**config.mk**
```make
export PLATFORM = sky130hd
export DESIGN_NAME = chunk_packet_receive_checker_top
export DESIGN_NICKNAME = d
export VERILOG_FILES = /design/src/rtl/cprc_pkg.sv /design/src/rtl/cprc_parser.sv /design/src/rtl/chunk_packet_receive_checker_top.sv
export SDC_FILE = /design/constraint.sdc
export NUM_CORES = 1
export LEC_CHECK = 0
export BUFFER_PORTS_ARGS = -buffer_cell sky130_fd_sc_hd__buf_2
export CAP_MARGIN = 20
export CORE_MARGIN = 2
export CORE_UTILIZATION = 58
export DETAILED_ROUTE_END_ITERATION = 7
export GPL_ROUTABILITY_DRIVEN = 0
export PLACE_DENSITY_LB_ADDON = 0.3
export SYNTH_ARGS = -nofsm -noshare
export SYNTH_HDL_FRONTEND = slang
export SYNTH_SLANG_ARGS = --single-unit
```
**constraint.sdc**
```tcl
create_clock -name i_clk -period 9.01 [get_ports i_clk]
set_input_delay 0.901 -clock i_clk [delete_from_list [all_inputs] [get_ports i_clk]]
set_output_delay 0.901 -clock i_clk [all_outputs]
set_load 0.02 [all_outputs]
```
**src/rtl/cprc_pkg.sv**
```systemverilog
`timescale 1ns / 1ps
`default_nettype none
// ----------------------------------------------------------------------------
// cprc_pkg: chunk packet receive checker shared definitions
// Header layout, result status codes and the header field record.
// ----------------------------------------------------------------------------
package cprc_pkg;

    // Header byte positions: type sits at HDR_TYPE_POS; each other field ends before the listed position
    localparam int HDR_TYPE_POS    = 1;
    localparam int HDR_FLAGS_END   = 4;
    localparam int HDR_SESSION_END = 8;
    localparam int HDR_CHUNK_END   = 12;
    localparam int HDR_SIZE_END    = 16;
    localparam int HDR_TOTAL_END   = 20;
    localparam int HDR_BYTES       = 24;

    localparam int LIMIT_W        = 17;
    localparam int COUNT_W        = 17;
    localparam int OUT_DATA_W     = 248;
    localparam logic [LIMIT_W-1:0] LIMIT_RESET = 17'h10000;

    typedef enum logic [2:0] {
        ST_OK       = 3'd0,
        ST_SHORT    = 3'd1,
        ST_OVERSIZE = 3'd2,
        ST_MISMATCH = 3'd3,
        ST_CTRL_SUM = 3'd4,
        ST_TRUNC    = 3'd5
    } t_status;

    typedef struct packed {
        logic [7:0]  version;
        logic [7:0]  ptype;
        logic [15:0] flags;
        logic [31:0] session;
        logic [31:0] chunk_num;
        logic [31:0] chunk_len;
        logic [31:0] total;
        logic [31:0] hdr_sum;
        logic [31:0] run_sum;
    } t_pkt_fields;

endpackage
`default_nettype wire

```
**src/rtl/cprc_parser.sv**
```systemverilog
`timescale 1ns / 1ps
`default_nettype none
// ----------------------------------------------------------------------------
// cprc_parser: per-packet header unpack and payload sum
// Holds the byte position, header fields and running sum; shows the values
// as they stand after the current transfer so the result can be formed.
// ----------------------------------------------------------------------------
module cprc_parser #(
    parameter int MAX_PACKET_BYTES = 65536,
    parameter int POS_W            = 17
) (
    input  wire                        i_clk,
    input  wire                        i_rst_n,
    input  wire                        i_accept,
    input  wire                        i_last,
    input  wire  [7:0]                 i_byte,
    output cprc_pkg::t_pkt_fields      o_fields,
    output logic [POS_W-1:0]           o_pos
);

    localparam logic [POS_W-1:0] POS_MAX   = POS_W'(MAX_PACKET_BYTES);
    localparam logic [POS_W-1:0] P_TYPE    = POS_W'(cprc_pkg::HDR_TYPE_POS);
    localparam logic [POS_W-1:0] P_FLAGS   = POS_W'(cprc_pkg::HDR_FLAGS_END);
    localparam logic [POS_W-1:0] P_SESSION = POS_W'(cprc_pkg::HDR_SESSION_END);
    localparam logic [POS_W-1:0] P_CHUNK   = POS_W'(cprc_pkg::HDR_CHUNK_END);
    localparam logic [POS_W-1:0] P_SIZE    = POS_W'(cprc_pkg::HDR_SIZE_END);
    localparam logic [POS_W-1:0] P_TOTAL   = POS_W'(cprc_pkg::HDR_TOTAL_END);
    localparam logic [POS_W-1:0] P_HDR     = POS_W'(cprc_pkg::HDR_BYTES);

    cprc_pkg::t_pkt_fields r_fld, n_fld;
    logic [POS_W-1:0]      r_pos, n_pos;
    logic [POS_W-1:0]      w_off;

    assign w_off = r_pos - P_HDR;

    always_comb begin
        n_fld = r_fld;
        n_pos = r_pos;
        if (i_accept && (r_pos < POS_MAX)) begin
            priority if (r_pos == '0) begin
                n_fld.version = i_byte;
            end else if (r_pos == P_TYPE) begin
                n_fld.ptype = i_byte;
            end else if (r_pos < P_FLAGS) begin
                n_fld.flags = {r_fld.flags[7:0], i_byte};
            end else if (r_pos < P_SESSION) begin
                n_fld.session = {r_fld.session[23:0], i_byte};
            end else if (r_pos < P_CHUNK) begin
                n_fld.chunk_num = {r_fld.chunk_num[23:0], i_byte};
            end else if (r_pos < P_SIZE) begin
                n_fld.chunk_len = {r_fld.chunk_len[23:0], i_byte};
            end else if (r_pos < P_TOTAL) begin
                n_fld.total = {r_fld.total[23:0], i_byte};
            end else if (r_pos < P_HDR) begin
                n_fld.hdr_sum = {r_fld.hdr_sum[23:0], i_byte};
            end else if (32'(w_off) < r_fld.chunk_len) begin
                n_fld.run_sum = r_fld.run_sum + {24'd0, i_byte};
            end else begin
                // ignore payload beyond the chunk length
            end
            n_pos = r_pos + 1'b1;
        end
    end

    assign o_fields = n_fld;
    assign o_pos    = n_pos;

    // clear on the last transfer of a packet
    always_ff @(posedge i_clk) begin
        if (!i_rst_n || (i_accept && i_last)) begin
            r_fld <= '0;
            r_pos <= '0;
        end else begin
            r_fld <= n_fld;
            r_pos <= n_pos;
        end
    end

endmodule
`default_nettype wire

```
**src/rtl/chunk_packet_receive_checker_top.sv**
```systemverilog
`timescale 1ns / 1ps
`default_nettype none
// ----------------------------------------------------------------------------
// chunk_packet_receive_checker_top: chunk packet receive checker
// Accepts one packet byte per transfer, unpacks the 24-byte header, sums the
// payload and emits one checked result per packet on the last byte.
// The result is valid in the cycle after the transfer of the last byte.
// Throughput: one byte per cycle unless a held result waits; the single result
// register sets the pace and takes a new result as the old one is transferred.
// Reset: synchronous active low; clears packet state and result valid, and
// sets the buffer limit to 65536.
// ----------------------------------------------------------------------------
module chunk_packet_receive_checker_top #(
    parameter int MAX_PACKET_BYTES = 65536
) (
    input  wire          i_clk,
    input  wire          i_rst_n,
    input  wire          i_cfg_wr_en,
    input  wire  [16:0]  i_cfg_wr_data,
    input  wire          s_axis_tvalid,
    output logic         s_axis_tready,
    input  wire  [7:0]   s_axis_tdata,   // [7:0] data_byte
    input  wire          s_axis_tlast,   // last_byte
    output logic         m_axis_tvalid,
    input  wire          m_axis_tready,
    // [7:0] version, [15:8] packet_type, [31:16] flag_bits, [63:32] session,
    // [95:64] chunk number, [127:96] chunk length, [159:128] chunk total,
    // [191:160] header_sum, [223:192] computed_sum, [240:224] payload_count,
    // [247:241] zero
    output logic [247:0] m_axis_tdata,
    output logic [2:0]   m_axis_tuser    // [2:0] status
);

    localparam int POS_W = $clog2(MAX_PACKET_BYTES + 1);
    localparam logic [POS_W-1:0] P_HDR = POS_W'(cprc_pkg::HDR_BYTES);

    logic [cprc_pkg::LIMIT_W-1:0]    r_limit;
    logic                            r_out_valid;
    logic [cprc_pkg::OUT_DATA_W-1:0] r_out_data, n_out_data;
    cprc_pkg::t_status               r_out_status, n_out_status;

    logic                   w_in_acc;
    cprc_pkg::t_pkt_fields  w_fld;
    logic [POS_W-1:0]       w_pos;
    logic [POS_W-1:0]       w_cnt_full;
    logic [cprc_pkg::COUNT_W-1:0] w_count;

    assign s_axis_tready = !r_out_valid || m_axis_tready;
    assign w_in_acc      = s_axis_tvalid && s_axis_tready;

    cprc_parser #(
        .MAX_PACKET_BYTES(MAX_PACKET_BYTES),
        .POS_W           (POS_W)
    ) u_parser (
        .i_clk   (i_clk),
        .i_rst_n (i_rst_n),
        .i_accept(w_in_acc),
        .i_last  (s_axis_tlast),
        .i_byte  (s_axis_tdata),
        .o_fields(w_fld),
        .o_pos   (w_pos)
    );

    assign w_cnt_full = w_pos - P_HDR;

    always_comb begin
        if (32'(w_cnt_full) > w_fld.chunk_len) begin
            w_count = w_fld.chunk_len[cprc_pkg::COUNT_W-1:0];
        end else begin
            w_count = cprc_pkg::COUNT_W'(w_cnt_full);
        end

        priority if (w_pos < P_HDR) begin
            n_out_status = cprc_pkg::ST_SHORT;
        end else if (w_fld.chunk_len != '0) begin
            priority if (w_fld.chunk_len > 32'(r_limit)) begin
                n_out_status = cprc_pkg::ST_OVERSIZE;
            end else if (32'(w_count) < w_fld.chunk_len) begin
                n_out_status = cprc_pkg::ST_TRUNC;
            end else if (w_fld.run_sum != w_fld.hdr_sum) begin
                n_out_status = cprc_pkg::ST_MISMATCH;
            end else begin
                n_out_status = cprc_pkg::ST_OK;
            end
        end else if (w_fld.hdr_sum != '0) begin
            n_out_status = cprc_pkg::ST_CTRL_SUM;
        end else begin
            n_out_status = cprc_pkg::ST_OK;
        end

        if (w_pos < P_HDR) begin
            n_out_data = '0;
        end else begin
            n_out_data = {7'd0, w_count, w_fld.run_sum, w_fld.hdr_sum, w_fld.total,
                          w_fld.chunk_len, w_fld.chunk_num, w_fld.session,
                          w_fld.flags, w_fld.ptype, w_fld.version};
        end
    end

    always_ff @(posedge i_clk) begin
        if (!i_rst_n) begin
            r_limit <= cprc_pkg::LIMIT_RESET;
        end else if (i_cfg_wr_en) begin
            r_limit <= i_cfg_wr_data;
        end
    end

    // load on the last byte, drop once the result is transferred
    always_ff @(posedge i_clk) begin
        if (!i_rst_n) begin
            r_out_valid <= 1'b0;
        end else if (w_in_acc && s_axis_tlast) begin
            r_out_valid <= 1'b1;
        end else if (m_axis_tready) begin
            r_out_valid <= 1'b0;
        end
    end

    always_ff @(posedge i_clk) begin
        if (w_in_acc && s_axis_tlast) begin
            r_out_data   <= n_out_data;
            r_out_status <= n_out_status;
        end
    end

    assign m_axis_tvalid = r_out_valid;
    assign m_axis_tdata  = r_out_data;
    assign m_axis_tuser  = r_out_status;

    a_last_gives_result: assert property (@(posedge i_clk) disable iff (!i_rst_n)
        (w_in_acc && s_axis_tlast) |=> m_axis_tvalid)
        else $error("last byte transfer did not produce a result");

    a_no_spurious_result: assert property (@(posedge i_clk) disable iff (!i_rst_n)
        (!r_out_valid && !(w_in_acc && s_axis_tlast)) |=> !m_axis_tvalid)
        else $error("result appeared without a last byte");

    a_short_zero: assert property (@(posedge i_clk) disable iff (!i_rst_n)
        (m_axis_tvalid && (m_axis_tuser == cprc_pkg::ST_SHORT)) |-> (m_axis_tdata == '0))
        else $error("short header result carries nonzero fields");

    a_count_bound: assert property (@(posedge i_clk) disable iff (!i_rst_n)
        m_axis_tvalid |-> (32'(m_axis_tdata[240:224]) <= m_axis_tdata[127:96]))
        else $error("payload count exceeds chunk length");

    a_ok_sum: assert property (@(posedge i_clk) disable iff (!i_rst_n)
        (m_axis_tvalid && (m_axis_tuser == cprc_pkg::ST_OK) && (m_axis_tdata[127:96] != '0))
        |-> (m_axis_tdata[223:192] == m_axis_tdata[191:160]))
        else $error("ok status with sum mismatch");

endmodule
`default_nettype wire
```
==> results of run 1 <==
[metal layers]
layer  track usage [%]  vias up
met3              6.66      137
met2              43.3      675
met1              36.4     7563
met4              11.5        0
li1                  -     7461
met5                 0        -
[Yosys cell counts, types with 5 or more instances]
cell type and number:
o211ai_1 6, and2_1 14, and3_1 8, ha_1 83
buf_4 9, nand2b_1 8, nand4_1 38, mux2i_1 200
inv_1 68, nand3_1 28, nand2_1 51, dfxtp_1 259
xnor2_1 59, edfxtp_1 244, o21a_1 13, buf_1 5
o22ai_1 5, nor2_1 524, nor3_1 25, o21ai_0 29
a31oi_1 5, and4_1 9, or4_1 9, xor2_1 37
a21oi_1 41, o31ai_1 6, nor2b_1 36, clkbuf_1 95
a211oi_1 12, a21o_1 16, nor4_1 20
[worst register-to-register path: cells and delay by family (launching register included)]
kind	cells	cell delay, ns
buffers and inverters	2	0.74
DFF	1	0.48
AOI/OAI and AO/OA	15	3.10
and+or+nand+nor	7	2.74
adders and majority gates	2	0.52
[flip-flops by register name, indices dropped and copies added, names as in the netlist]
signal          cells
m_axis_tuser        3
u_parser.r_fld    224
u_parser.r_pos     17
m_axis_tvalid       1
m_axis_tdata      241
r_limit            17
[power by group]
part	total (mW)	switching, mW	internal [mW]
registers	2.46	0.0175	2.44
logic	0.231	0.169	0.0619
clock network	2.15	0.889	1.27
[worst paths after layout]
| kind | slack, ns | endpoint | from |
|---|---|---|---|
| setup reg to reg | 1.18 | m_axis_tuser[1] | u_parser.r_pos[9] |
| hold / removal | 0.49 | u_parser.r_fld[89] | u_parser.r_fld[89] |
| hold reg to reg | 0.49 | u_parser.r_fld[89] | u_parser.r_fld[89] |
| setup / recovery | 1.18 | m_axis_tuser[1] | u_parser.r_pos[9] |
[logic make-up after synthesis]
logic type,after synthesis,synth area share (%)
xor gates and xnor gates,97,3.97
muxes,203,9.34
buffers and inverters,181,3.35
DFF,503,57.4
other,1,0.0172
and+or+nand+nor,794,16.4
AOI/OAI and AO/OA,157,4.67
adders and majority gates,84,4.86
[metrics by stage]
| stage | hold WS, ns | utilization (%) |
|---|---|---|
| 3_5_place_dp | 0.478 | 62.9 |
| 5_1_grt | 0.521 | 67.5 |
| 2_1_floorplan | 0.456 | - |
| 4_1_cts | 0.495 | 67.5 |
| 3_3_place_gp | 0.471 | 62.9 |
| 6_report | 0.491 | 67.6 |
[area by class of cell]
type | instances | share of cell area [%]
clock buffers | 65 | 5.51
multi-input cells | 1342 | 34.2
well taps | 474 | 2.35
clock inverters | 29 | 1.29
repair buffers | 291 | 5.98
diodes | 1 | 0.00993
flip-flops and latches | 503 | 49.6
inverters | 68 | 1.04
==> qor.yml, run 1 <==
grt:
  grt_max_degree: 94
  grt_first_pass_wirelength_um: 83500
  grt_pass1_vias: 15400
  antenna_found_initial: 0
  overflow: 0
  track_usage_pct: 27.5
setup_path:
  slowest_stage: "or4_1"
  critPathRequiredTime_ns: 9.34
  reg2reg_depth: 26
  critPathKind: "flop to flop"
  crit_arrival_ns: 8.17
  crit_path_max_fanout: 25
  path_buf_inv: 2
  max_stage_delay_ns: 0.94
  cp_top_family: "compound AO/OA/AOI/OAI gates"
  cp-end-kind: "flop"
  critical_path.startpoint_type: "flop"
  crit_cells: 26
placement:
  preCtsSetupSlack_ns: 0.974
  port_buffers: 276
  hpwl_um: 37300
  placed_cell_area_um2: 23500
  dp_cells: 2677
cts:
  clkTransAtPathRegs_ns: 0.06
  cts_resized: 0
  cts_max_path_buffers: 3
  clock_latency_ns: 0.59
  hold_buffers: 0
  cts_setup_buffers: 0
  h-tree-depth: 2
  clock-sinks: 503
  cts_buffers: 50
  cts_tree: "built"
  clockRootBuffer: "clkbuf_16"
die:
  die_w_um: 198
  initial_utilization_pct: 58.4
  fp.dieArea_um2: 39100
  rows: 71
  core_area_um2: 37300
  fp.dieH_um: 198
  ios: 284
layout:
  postLayoutCellArea_um2: 25200
  syn2layout_area_growth_pct: 15.7
  regArea_um2: 12500
  drive_gt1_share_pct: 17.2
  final_common_cell: "nor2_1"
  fin_nets: 2371
  nFillCells: 2884
  final_cell_mix: "nor2_1 (524), buf_2 (276), dfxtp_1 (259)"
  multi_input_area_um2: 8610
  layoutNonFillerInstCount: 2773
timing:
  tightest_slew_ns: 1.06
  relSlewSlack_pct: 29.0
  slew_viol_final: 0
  setup_tns_ns: 0
  finClkSkew_ns: 0.0132
  setup_slack_ns: 1.18
  setup_violations: 0
  final-hold-violation-count: 0
  max_freq_mhz: 128
  rsz0062_at_grt: "no"
  period_share_pct: 86.9
  period_needed_ns: 7.83
yosys:
  synth.distinct_cells: 70
  async_flop_share_pct: 0
  ys_seq_area_share_pct: 57.4
  synthFlopType: "dfxtp_1"
  yosysTopAreaCell: "edfxtp_1"
  mappedNetlistArea_um2: 21800
  syn_avg_cell_area_um2: 10.8
  ys_ff_latch: 503
  ys_top_cells_by_area: "edfxtp_1 (34%), dfxtp_1 (24%), mux2i_1 (9.2%)"
  synth_top_area_share_pct: 33.6
  synth_edf_count: 244
  syn_inst: 2020
  yosysWarnings: 0
detailed_routing:
  routed.top_layer: "met4"
  avgViaCountPerCell: 5.71
  route.met3.wl_um: 4830
  wl_met1_um: 22900
  met2_length_um: 24700
  drc_errors: 0
  first_pass_iters: 5
  wl_per_cell_um: 19.6
  drt-initial-drc-count: 1287
  drt_wl_total_um: 54500
  antenna_left: 0
  vias: 15800
worst_hold_path:
  hold_depth: 2
  hp-class: "flop to flop"
power:
  finalPower_mw: 4.84
  vdd_drop_max_mv: 0.157
  power_density_nw_per_um2: 192
  p_leak_nw: 9.77
status:
  status: "complete, no violations"
run:
  maxCapViolCount: 0
Power figures use the tool's default switching activity.
==> inputs of run 2 (changes only) <==
--- a/config.mk
+++ b/config.mk
@@ -7,8 +7,10 @@
 export LEC_CHECK = 0
 export BUFFER_PORTS_ARGS = -buffer_cell sky130_fd_sc_hd__buf_2
 export CAP_MARGIN = 20
+export CELL_PAD_IN_SITES_DETAIL_PLACEMENT = 0
+export CELL_PAD_IN_SITES_GLOBAL_PLACEMENT = 1
 export CORE_MARGIN = 2
-export CORE_UTILIZATION = 58
+export CORE_UTILIZATION = 46
 export DETAILED_ROUTE_END_ITERATION = 7
 export GPL_ROUTABILITY_DRIVEN = 0
 export PLACE_DENSITY_LB_ADDON = 0.3
==> constraint.sdc (replaced) <==
create_clock -name i_clk -period 7.8 [get_ports i_clk]
set_input_delay 0.78 -clock i_clk [delete_from_list [all_inputs] [get_ports i_clk]]
set_output_delay 0.78 -clock i_clk [all_outputs]
set_load 0.02 [all_outputs]
==> run 2 against run 1 <==
Net effect: the run now ends with DRC left; core utilization down 13 points; critical endpoint unchanged; sequential share of layout area shrank 0.75 points; total power up 17%; non-clock buffer count rose by 18; sequential cell count stayed put; routed wire length up 3.7%; design area increased by 1.5%; cell count is 5.6% higher.
==> qor.yml, run 2 (synthesis results as in run 1) <==
status:
  status: "complete, but fails checks"
  violations: "DRC"
timing:
  setup_violations: 0
  finClkSkew_ns: 0.0175
  final-hold-violation-count: 0
  tightest_slew_ns: 1.02
  rsz0062_at_grt: "no"
  period_needed_ns: 7.14
  max_freq_mhz: 140
  relSlewSlack_pct: 32.1
  period_share_pct: 91.5
  slew_viol_final: 0
  setup_tns_ns: 0
detailed_routing:
  drt-initial-drc-count: 1053
  wl_per_cell_um: 19.3
  drc_errors: 19
  antenna_left: 0
  first_pass_iters: 7
  drt_wl_total_um: 56500
  avgViaCountPerCell: 5.29
  vias: 15500
setup_path:
  slowest_stage: "dfxtp_1"
  cp-end-kind: "flop"
  r2r_start: "u_parser.r_pos[2]"
  r2r_slack_ns: 0.66
  critPathKind: "flop to flop"
  cp-startpoint: "u_parser.r_pos[2]"
  crit_arrival_ns: 7.49
  critPathRequiredTime_ns: 8.15
  path_common_cell: "a21oi_1"
  max_stage_delay_ns: 0.57
  crit_path_max_fanout: 20
  critical_path.startpoint_type: "flop"
power:
  vdd_drop_max_mv: 0.158
  finalPower_mw: 5.67
  power_density_nw_per_um2: 222
  p_leak_nw: 9.89
grt:
  grt_max_degree: 116
  antenna_found_initial: 3
  grt_first_pass_wirelength_um: 87900
  grt_pass1_vias: 15500
  track_usage_pct: 22.7
  overflow: 0
layout:
  drive_gt1_share_pct: 18.0
  final_cell_mix: "nor2_1 (524), buf_2 (276), dfxtp_1 (259)"
  postLayoutCellArea_um2: 25600
  largest_reg_flops: 241
  final_common_cell: "nor2_1"
  syn2layout_area_growth_pct: 17.4
  layoutNonFillerInstCount: 2927
  fin_nets: 2391
  nFillCells: 4095
  antenna_cells_inserted: 0
die:
  fp.dieArea_um2: 49100
  ios: 284
  fp.dieH_um: 222
  initial_utilization_pct: 46.7
  die_w_um: 222
  rows: 79
  core_area_um2: 46700
cts:
  clkTransAtPathRegs_ns: 0.06
  clock_latency_ns: 0.61
  clockRootBuffer: "clkbuf_16"
  cts_max_path_buffers: 3
  cts_buffers: 52
  cts_tree: "built"
  h-tree-depth: 2
  clock-sinks: 503
  cts_setup_buffers: 0
placement:
  hpwl_um: 39300
  placed_cell_area_um2: 23800
  port_buffers: 276
  dp_cells: 2829
run:
  maxCapViolCount: 0
worst_hold_path:
  hp-class: "input port to flop"
  hp-start: "i_cfg_wr_data[16]"
[run 2: changes by cell type in the layout (fill, tap and decap cells not counted), sizes merged]
cell and change:
inv +2, bufinv -2, diode -1, clkinvlp -3, buf +18, clkbuf +8, clkinv -1
[run 2: power by group]
group          internal [mW]  switching (mW)  leakage (nW)
Sequential              2.82          0.0218          4.38
Clock                   1.50            1.06         0.874
Combinational         0.0713           0.195          4.64
[run 2: area by class of cell]
cell class / count / area (um^2) / area share (%)
repair buffers: 309 / 1630 / 6.37
clock buffers: 73 / 1520 / 5.93
clock inverters: 25 / 267 / 1.04
inverters: 68 / 263 / 1.03
multi-input cells: 1342 / 8640 / 33.8
flip-flops and latches: 503 / 12500 / 48.9
well taps: 607 / 759 / 2.97
[run 2: repair_timing]
| action | in CTS | in global routing |
|---|---|---|
| hold buffers | 0 | 0 |
| resized for setup | 0 | 6 |
| setup endpoints to repair | 0 | 2 |
[run 2: critical path: cells and delay by family, from the launching register on]
family          cells  cell delay (ns)
compound gates     13             2.90
simple gates        8             1.55
fa+ha+maj           2             0.60
flops               1             0.57
buf+inv             3             0.50
mux                 2             0.50
xor+xnor            1             0.24
[run 2: path summary, 6_finish.rpt]
| kind | endpoint | depth (start not counted) |
|---|---|---|
| setup reg to reg | m_axis_tuser[1] | 29 |
| hold reg to reg | u_parser.r_fld[89] | 2 |
| hold / removal | r_limit[16] | 3 |
| setup / recovery | m_axis_tuser[1] | 29 |
[run 2: metrics by stage]
stage	util, %	hold WS, ns	setup slack (ns)
floorplan	-	0.456	1.12
global placement	51.0	0.472	0.386
detailed placement	51.0	0.478	0.0839
CTS	54.8	0.391	0.365
global route	54.8	0.423	0.0888
finish	54.8	0.420	0.660
[run 2: routing by layer]
metal / wire [um] / global-route usage, % / vias to the layer above
met4: 1430 / 6.47 / 4
met5: 24 / 0 / -
met2: 25800 / 36.2 / 413
li1: - / - / 7486
met1: 25700 / 31.1 / 7493
met3: 3630 / 5.10 / 91
